==> config.mk <==
export PLATFORM = sky130hd
export DESIGN_NAME = ultrasonic_echo_ranger_top
export DESIGN_NICKNAME = d
export VERILOG_FILES = /design/src/hdl/uer_pkg.sv /design/src/hdl/uer_regs.sv /design/src/hdl/uer_range.sv /design/src/hdl/uer_core.sv /design/src/hdl/ultrasonic_echo_ranger_top.sv
export SDC_FILE = /design/constraint.sdc
export NUM_CORES = 1
export LEC_CHECK = 0
export BUFFER_PORTS_ARGS = -buffer_cell sky130_fd_sc_hd__buf_2
export CAP_MARGIN = 20
export CORE_UTILIZATION = 33
export CTS_CLUSTER_DIAMETER = 200
export DETAILED_ROUTE_END_ITERATION = 7
export GPL_TIMING_DRIVEN = 0
export SYNTH_ARGS = -nofsm -noshare
export SYNTH_HDL_FRONTEND = slang
export SYNTH_SLANG_ARGS = --single-unit
==> constraint.sdc <==
create_clock -name clk -period 4.2 [get_ports clk]
set_clock_uncertainty 0.15 [all_clocks]
set_input_delay 0.63 -clock clk [delete_from_list [all_inputs] [get_ports clk]]
set_output_delay 0.63 -clock clk [all_outputs]
set_load 0.005 [all_outputs]
==> src/hdl/uer_pkg.sv <==
`timescale 1ns / 1ps
// ----------------------------------------------------------------------------
// Ultrasonic echo ranger package
// Shared types, widths, register indexes and reset values of the ranger.
// ----------------------------------------------------------------------------
package uer_pkg;

  localparam int unsigned SinceW  = 20;
  localparam int unsigned TimerW  = 16;
  localparam int unsigned TrigW   = 8;
  localparam int unsigned DistW   = 14;
  localparam int unsigned RemW    = 5;
  localparam int unsigned IdxW    = 2;
  localparam int unsigned CfgW    = 20;

  localparam logic [SinceW-1:0] SinceMax = {SinceW{1'b1}};
  localparam logic [TimerW-1:0] TimerMax = {TimerW{1'b1}};

  // Distance is floor(pulse * 5 / 29), kept as a running quotient and remainder.
  localparam logic [RemW:0] RemStep = 6'd5;
  localparam logic [RemW:0] RemDiv  = 6'd29;

  localparam logic [IdxW-1:0] RegPing    = 2'd0;
  localparam logic [IdxW-1:0] RegTrigW   = 2'd1;
  localparam logic [IdxW-1:0] RegTimeout = 2'd2;

  localparam logic [SinceW-1:0] PingReset    = 20'd60000;
  localparam logic [TrigW-1:0]  TrigWReset   = 8'd10;
  localparam logic [TimerW-1:0] TimeoutReset = 16'd30000;

  typedef enum logic [1:0] {
    PH_IDLE = 2'd0,
    PH_TRIG = 2'd1,
    PH_RISE = 2'd2,
    PH_FALL = 2'd3
  } phase_t;

  typedef struct packed {
    logic [SinceW-1:0] ping_period_us;
    logic [TrigW-1:0]  trigger_width_us;
    logic [TimerW-1:0] echo_timeout_us;
  } cfg_t;

  typedef struct packed {
    logic advance;
    logic clear;
    logic saturated;
  } range_ctl_t;

  typedef struct packed {
    logic             trigger_level;
    logic [DistW-1:0] distance_mm;
    logic             reading_valid;
    logic             measure_done;
  } result_t;

endpackage

==> src/hdl/uer_regs.sv <==
`timescale 1ns / 1ps
// ----------------------------------------------------------------------------
// Ultrasonic echo ranger configuration registers
// Decodes the write port into the ping period, trigger width and timeout.
// ----------------------------------------------------------------------------
module uer_regs (
  input  logic                      clk,
  input  logic                      rst,
  input  logic                      cfg_write,
  input  logic [uer_pkg::IdxW-1:0]  cfg_index,
  input  logic [uer_pkg::CfgW-1:0]  cfg_data,
  output uer_pkg::cfg_t             cfg
);
  import uer_pkg::*;

  always_ff @(posedge clk) begin
    if (rst) begin
      cfg.ping_period_us   <= PingReset;
      cfg.trigger_width_us <= TrigWReset;
      cfg.echo_timeout_us  <= TimeoutReset;
    end else if (cfg_write) begin
      unique case (cfg_index)
        RegPing:    cfg.ping_period_us   <= cfg_data[SinceW-1:0];
        RegTrigW:   cfg.trigger_width_us <= cfg_data[TrigW-1:0];
        RegTimeout: cfg.echo_timeout_us  <= cfg_data[TimerW-1:0];
        default: begin
        end
      endcase
    end
  end

endmodule

==> src/hdl/uer_range.sv <==
`timescale 1ns / 1ps
// ----------------------------------------------------------------------------
// Ultrasonic echo ranger distance tracker
// Keeps floor(timer * 5 / 29) and its remainder in step with the phase timer.
// ----------------------------------------------------------------------------
module uer_range (
  input  logic                       clk,
  input  logic                       rst,
  input  uer_pkg::range_ctl_t        ctl,
  output logic [uer_pkg::DistW-1:0]  quotient_next
);
  import uer_pkg::*;

  logic [DistW-1:0] quotient;
  logic [RemW-1:0]  remainder;
  logic [RemW-1:0]  remainder_next;
  logic [RemW:0]    rem_sum;
  logic             carry;

  always_comb begin
    rem_sum = {1'b0, remainder} + RemStep;
    carry   = !ctl.saturated && (rem_sum >= RemDiv);
    if (ctl.saturated) begin
      remainder_next = remainder;
    end else if (carry) begin
      remainder_next = RemW'(rem_sum - RemDiv);
    end else begin
      remainder_next = rem_sum[RemW-1:0];
    end
    quotient_next = carry ? quotient + DistW'(1) : quotient;
  end

  always_ff @(posedge clk) begin
    if (rst) begin
      quotient  <= '0;
      remainder <= '0;
    end else if (ctl.advance) begin
      if (ctl.clear) begin
        quotient  <= '0;
        remainder <= '0;
      end else begin
        quotient  <= quotient_next;
        remainder <= remainder_next;
      end
    end
  end

endmodule

==> src/hdl/uer_core.sv <==
`timescale 1ns / 1ps
// ----------------------------------------------------------------------------
// Ultrasonic echo ranger sequencer
// Four-phase trigger and echo sequencer with saturating time counters.
// ----------------------------------------------------------------------------
module uer_core (
  input  logic                       clk,
  input  logic                       rst,
  input  logic                       advance,
  input  logic                       echo,
  input  uer_pkg::cfg_t              cfg,
  input  logic [uer_pkg::DistW-1:0]  quotient_next,
  output uer_pkg::range_ctl_t        range_ctl,
  output uer_pkg::result_t           result
);
  import uer_pkg::*;

  phase_t            phase;
  phase_t            phase_next;
  logic [SinceW-1:0] since_last_end;
  logic [SinceW-1:0] since_next;
  logic [SinceW-1:0] since_inc;
  logic [TimerW-1:0] phase_timer;
  logic [TimerW-1:0] timer_next;
  logic [TimerW-1:0] timer_inc;
  logic [DistW-1:0]  stored_distance;
  logic [DistW-1:0]  distance_next;
  logic              stored_valid;
  logic              valid_next;
  logic              done;
  logic              timer_clear;
  logic              timed_out;

  always_comb begin
    since_inc = (since_last_end == SinceMax) ? since_last_end
                                             : since_last_end + SinceW'(1);
    timer_inc = (phase_timer == TimerMax) ? phase_timer : phase_timer + TimerW'(1);
    timed_out = timer_inc >= cfg.echo_timeout_us;

    phase_next    = phase;
    since_next    = since_inc;
    timer_clear   = 1'b0;
    distance_next = stored_distance;
    valid_next    = stored_valid;
    done          = 1'b0;

    unique case (phase)
      PH_IDLE: begin
        if (since_inc >= cfg.ping_period_us) begin
          timer_clear = 1'b1;
          phase_next  = PH_TRIG;
        end
      end
      PH_TRIG: begin
        if (timer_inc >= {{(TimerW-TrigW){1'b0}}, cfg.trigger_width_us}) begin
          phase_next = PH_RISE;
        end
      end
      PH_RISE: begin
        if (echo) begin
          timer_clear = 1'b1;
          phase_next  = PH_FALL;
        end else if (timed_out) begin
          valid_next = 1'b0;
          since_next = '0;
          phase_next = PH_IDLE;
          done       = 1'b1;
        end
      end
      PH_FALL: begin
        if (!echo) begin
          distance_next = quotient_next;
          valid_next    = 1'b1;
          since_next    = '0;
          phase_next    = PH_IDLE;
          done          = 1'b1;
        end else if (timed_out) begin
          valid_next = 1'b0;
          since_next = '0;
          phase_next = PH_IDLE;
          done       = 1'b1;
        end
      end
      default: begin
        phase_next = PH_IDLE;
      end
    endcase

    timer_next = timer_clear ? '0 : timer_inc;

    range_ctl.advance   = advance;
    range_ctl.clear     = timer_clear;
    range_ctl.saturated = phase_timer == TimerMax;

    result.trigger_level = phase_next == PH_TRIG;
    result.distance_mm   = distance_next;
    result.reading_valid = valid_next;
    result.measure_done  = done;
  end

  always_ff @(posedge clk) begin
    if (rst) begin
      phase           <= PH_IDLE;
      since_last_end  <= '0;
      phase_timer     <= '0;
      stored_distance <= '0;
      stored_valid    <= 1'b0;
    end else if (advance) begin
      phase           <= phase_next;
      since_last_end  <= since_next;
      phase_timer     <= timer_next;
      stored_distance <= distance_next;
      stored_valid    <= valid_next;
    end
  end

endmodule

==> src/hdl/ultrasonic_echo_ranger_top.sv <==
`timescale 1ns / 1ps
// ----------------------------------------------------------------------------
// Ultrasonic echo ranger
// Drives the trigger pin and times the echo pulse, one tick per input beat.
// ----------------------------------------------------------------------------
//   Channel  Beat taken when          Payload
//   in       in_valid && !in_stall    echo_level
//   out      out_valid && !out_stall  trigger_level, distance_mm,
//                                     reading_valid, measure_done
//   cfg      cfg_write                cfg_index, cfg_data
//
// One beat per cycle is sustained while out_stall stays low; a taken beat is held
// in the input register, and its result is then held in the result register.
// Distance comes from a running quotient, so no divider sits in the path.
// Reset is synchronous; no clearing pass follows it.
// A stalled result holds, and one further input beat is taken behind it.
// ----------------------------------------------------------------------------
module ultrasonic_echo_ranger_top (
  input  logic                      clk,
  input  logic                      rst,
  input  logic                      in_valid,
  output logic                      in_stall,
  input  logic                      echo_level,
  output logic                      out_valid,
  input  logic                      out_stall,
  output logic                      trigger_level,
  output logic [uer_pkg::DistW-1:0] distance_mm,
  output logic                      reading_valid,
  output logic                      measure_done,
  input  logic                      cfg_write,
  input  logic [uer_pkg::IdxW-1:0]  cfg_index,
  input  logic [uer_pkg::CfgW-1:0]  cfg_data
);
  import uer_pkg::*;

  cfg_t             cfg;
  range_ctl_t       range_ctl;
  result_t          result;
  result_t          out_reg;
  logic [DistW-1:0] quotient_next;
  logic             hold_valid;
  logic             hold_echo;
  logic             advance;
  logic             out_free;

  assign out_free = !out_valid || !out_stall;
  assign advance  = hold_valid && out_free;
  assign in_stall = hold_valid && !out_free;

  always_ff @(posedge clk) begin
    if (rst) begin
      hold_valid <= 1'b0;
      out_valid  <= 1'b0;
    end else begin
      if (in_valid && !in_stall) begin
        hold_valid <= 1'b1;
      end else if (advance) begin
        hold_valid <= 1'b0;
      end
      if (out_free) begin
        out_valid <= advance;
      end
    end
  end

  always_ff @(posedge clk) begin
    if (in_valid && !in_stall) begin
      hold_echo <= echo_level;
    end
    if (advance) begin
      out_reg <= result;
    end
  end

  uer_regs u_regs (
    .clk       (clk),
    .rst       (rst),
    .cfg_write (cfg_write),
    .cfg_index (cfg_index),
    .cfg_data  (cfg_data),
    .cfg       (cfg)
  );

  uer_range u_range (
    .clk           (clk),
    .rst           (rst),
    .ctl           (range_ctl),
    .quotient_next (quotient_next)
  );

  uer_core u_core (
    .clk           (clk),
    .rst           (rst),
    .advance       (advance),
    .echo          (hold_echo),
    .cfg           (cfg),
    .quotient_next (quotient_next),
    .range_ctl     (range_ctl),
    .result        (result)
  );

  assign trigger_level = out_reg.trigger_level;
  assign distance_mm   = out_reg.distance_mm;
  assign reading_valid = out_reg.reading_valid;
  assign measure_done  = out_reg.measure_done;

endmodule

==> flow_summary_export.csv <==
group,metric,value,unit
power,p_seq_share,42.2,%
floorplan,io_pins,47,
critical_path,cp.required,4.40,ns
sta,relSlewSlack,33.5,%
critical_path,r2r_setup_slack,0.15,ns
route,wl_met3,748,um
placed_design,hpwlAfterDp,15.4,mm
min_path,hold_path_class,"primary input to register",
critical_path,crit_path_end_kind,"register",
critical_path,worstSetupPathType,"register to register",
floorplan,design.core.area,0.0226,mm2
global_routing,grt_pass1_wl,33.9,mm
route,top_layer,"met4",
power,power,0.00322,W
power,switchingPower,0.000778,W
route,dr_wl_met2,9.72,mm
floorplan,die-area,0.0236,mm2
layout,layoutNonFillerInstCount,1306,
power,ir_drop,0.260,mV
route,wirelength,21.1,mm
critical_path,ff2ff_path_depth,16,
route,viasPerCell,5.26,
power,power_density,353,mW/mm2
global_routing,antenna_found_initial,0,
route,vias,6873,
route,wl_met1,10.2,mm
clock_tree,cts_buffer_depth,2,
power,leakage,3.48,nW
clock_tree,clkSlewWorstSetupHoldPaths,0.06,ns
min_path,whs_path_depth,1,
floorplan,die_y,154,um
sta,final.period_utilization,96.4,%
global_routing,grtUsageTotal,18.3,%
logic_synthesis,seq_area_frac_synth,38.2,%
sta,fmax,247,MHz
placed_design,placed_cell_area,0.00820,mm2
logic_synthesis,ys_async_sr_fraction,0,%
route,first_pass_iters,4,
logic_synthesis,synth_flop_cell,"dfxtp_1",
layout,design_area,0.00914,mm2
clock_tree,insertion_delay,0.43,ns
logic_synthesis,yosysTopAreaCellShare,31.1,%
global_routing,grt_pass1_vias,6418,
global_routing,grt_start_max_net_pins,17,
placed_design,dp_cells,1263,
clock_tree,cts_root_buf,"clkbuf_16",
layout,antenna_cells,0,
placed_design,routabilityCongestion,0.811,
logic_synthesis,synth.net_count,1009,
clock_tree,cts_hold_buf,0,
outcome,outcome,"finished, final reports clean",
clock_tree,htree_levels,4,
logic_synthesis,synthDistinctLibCells,62,
critical_path,cp.arrival,4.25,ns
power,clkPwrFrac,51.1,%
placed_design,port_buffers,45,
floorplan,die_x,154,um
layout,layout_commonest_cell,"nand2_1",
logic_synthesis,ys_top_cells_by_area,"dfxtp_1 (31%), ha_1 (8.1%), nand2_1 (7.8%)",
logic_synthesis,synth.avg_cell_area,8.16,um2
sta,finalMaxSlewViolations,0,
sta,hold_viol,0,
logic_synthesis,synth_edf_count,18,
min_path,min_from,"echo_level",
run,maxCapViolations,0,
critical_path,cp_max_fo,8,
sta,tightest_slew,0.996,ns
clock_tree,tritoncts,"built",
min_path,whs_endpoint,"hold_echo",
logic_synthesis,yosys.area.top_type,"dfxtp_1",
route,detail-route-antenna-nets,0,
logic_synthesis,syn_area,0.00760,mm2
clock_tree,cts_num_sinks,136,
logic_synthesis,ys_warn_count,0,
layout,area_growth,20.2,%
logic_synthesis,synthCells,932,
power,pwr-share-comb,6.7,%
critical_path,rr_startpoint,"u_core.since_last_end[3]",
layout,drive_gt1_share,16.0,%
power,cell_internal_pwr,0.00245,W
logic_synthesis,synth_seq_cells,136,
global_routing,overflow,0,
power,p_sw_share,24.1,%
clock_tree,numCtsBuffers,17,
layout,mostFrequentLayoutCells,"nand2_1 (156), dfxtp_1 (99), a21oi_1 (80), nor2_1 (66), inv_1 (50)",
sta,min_period,4.05,ns
critical_path,r2r-end,"u_core.phase_timer[6]",
floorplan,core.rowCount,55,
sta,setup_viol,0,
route,drt_drc_violations_left,0,
floorplan,start_util,33.6,%
layout,nets,1085,
route,drtIter0Drc,453,
route,wl_per_cell,16.1,um
critical_path,start_kind,"register",
## state kept, by name, indices dropped and copies added, names as in the netlist, 2 cells and up
| name | flops |
|---|---|
| distance_mm | 14 |
| u_range.quotient | 14 |
| u_core.stored_distance | 14 |
| u_core.phase_timer | 16 |
| u_core.phase | 2 |
| u_core.since_last_end | 20 |
| u_range.remainder | 5 |
| u_regs.cfg | 44 |
## stage by stage
stage	worst slack (ns)	setup TNS, ns	utilization, %	hold WS, ns
floorplan	0.187	0	-	0.286
global placement	-0.552	-24.39	36.1	0.292
detailed placement	-0.576	-26.02	36.2	0.300
CTS	0.00318	0	39.8	0.213
global route	-0.0150	-0.0178	40.4	0.220
finish	0.150	0	40.4	0.226
## logic make-up after synthesis
family                   Yosys count  synth area share, %
XOR/XNOR                          39                 4.59
AND/OR/NAND/NOR                  382                 24.7
adder cells (fa/ha/maj)           49                 8.07
multiplexers                      11                 1.50
buffers and inverters            102                 5.38
flip-flops                       136                 38.2
AO/OA/AOI/OAI                    213                 17.5
## worst max path at each step
stage	slack, ns	endpoint	cells after the start	from
finish	0.15	u_core.phase_timer[6]	16	u_core.since_last_end[3]
floorplan	0.19	u_core.phase[1]	18	u_core.phase_timer[0]
CTS	0.003	u_core.since_last_end[7]	18	u_core.phase_timer[1]
global route	-0.02	u_range.quotient[9]	16	u_core.since_last_end[3]
global placement	-0.55	u_range.quotient[10]	17	u_core.since_last_end[0]
detailed placement	-0.58	u_range.quotient[10]	17	u_core.since_last_end[0]
## worst max-delay path, stage by stage (launching register included)
cell and delay [ns]:
dfxtp_1 0.30, buf_2 0.17, and4_4 0.28, and4_2 0.29, and4_1 0.24, and3_1 0.26
nor2_1 0.07, mux2i_2 0.24, ha_1 0.30, nand4_1 0.19, nor4_4 0.06, a22o_1 0.26
a31oi_4 0.25, a211o_1 0.24, nand2_1 0.17, or3_1 0.35, a21oi_1 0.15
## area by class of cell
class | count | area, um2
Buffer | 46 | 224
Clock buffer | 20 | 489
Clock inverter | 12 | 159
Fill cell | 2289 | 13500
Inverter | 51 | 191
Multi-Input combinational cell | 694 | 4420
Sequential cell | 136 | 2940
Tap cell | 285 | 357
Timing Repair Buffer | 62 | 364
## synthesized netlist by cell type, types with 6 or more instances
cell type and instances:
a31oi_1 11, nand3_1 47, o21a_1 7, nand3b_1 15, dfxtp_1 118, a211o_1 10
and3_1 10, xnor2_1 30, nor3_1 11, ha_1 49, o21ai_0 21, edfxtp_1 18
and4_1 8, nand4_1 14, a21oi_1 80, clkbuf_1 40, nor4_1 10, nor2_1 68
nand2_1 157, xor2_1 8, o21ai_1 25, a32o_1 7, nor2b_1 6, or3_1 6
inv_1 50, mux2i_1 8, buf_2 9, a211oi_1 19
## power by group through the flow
stage | logic, W | clock network [W] | registers [W]
after global routing | 0.000239 | 0.00173 | 0.00136
after floorplan | 0.000122 | 0 | 0.00139
after CTS | 0.000212 | 0.00167 | 0.00136
final | 0.000216 | 0.00165 | 0.00136
after global placement | 0.000200 | 0 | 0.00139
after detailed placement | 0.000204 | 0 | 0.00139
## metal layers
metal  vias to the layer above  track usage, %
met5                         -               0
li1                       3454               -
met2                       142            29.4
met1                      3241            24.1
met4                         0            6.24
met3                        36            4.14
## what timing repair did
action                                  CTS  global route
gates resized for setup                  41            24
buffers inserted                          7             9
pin swaps                                 7            10
endpoints found under the setup margin   61            58
(Power assumes the default switching activity.)
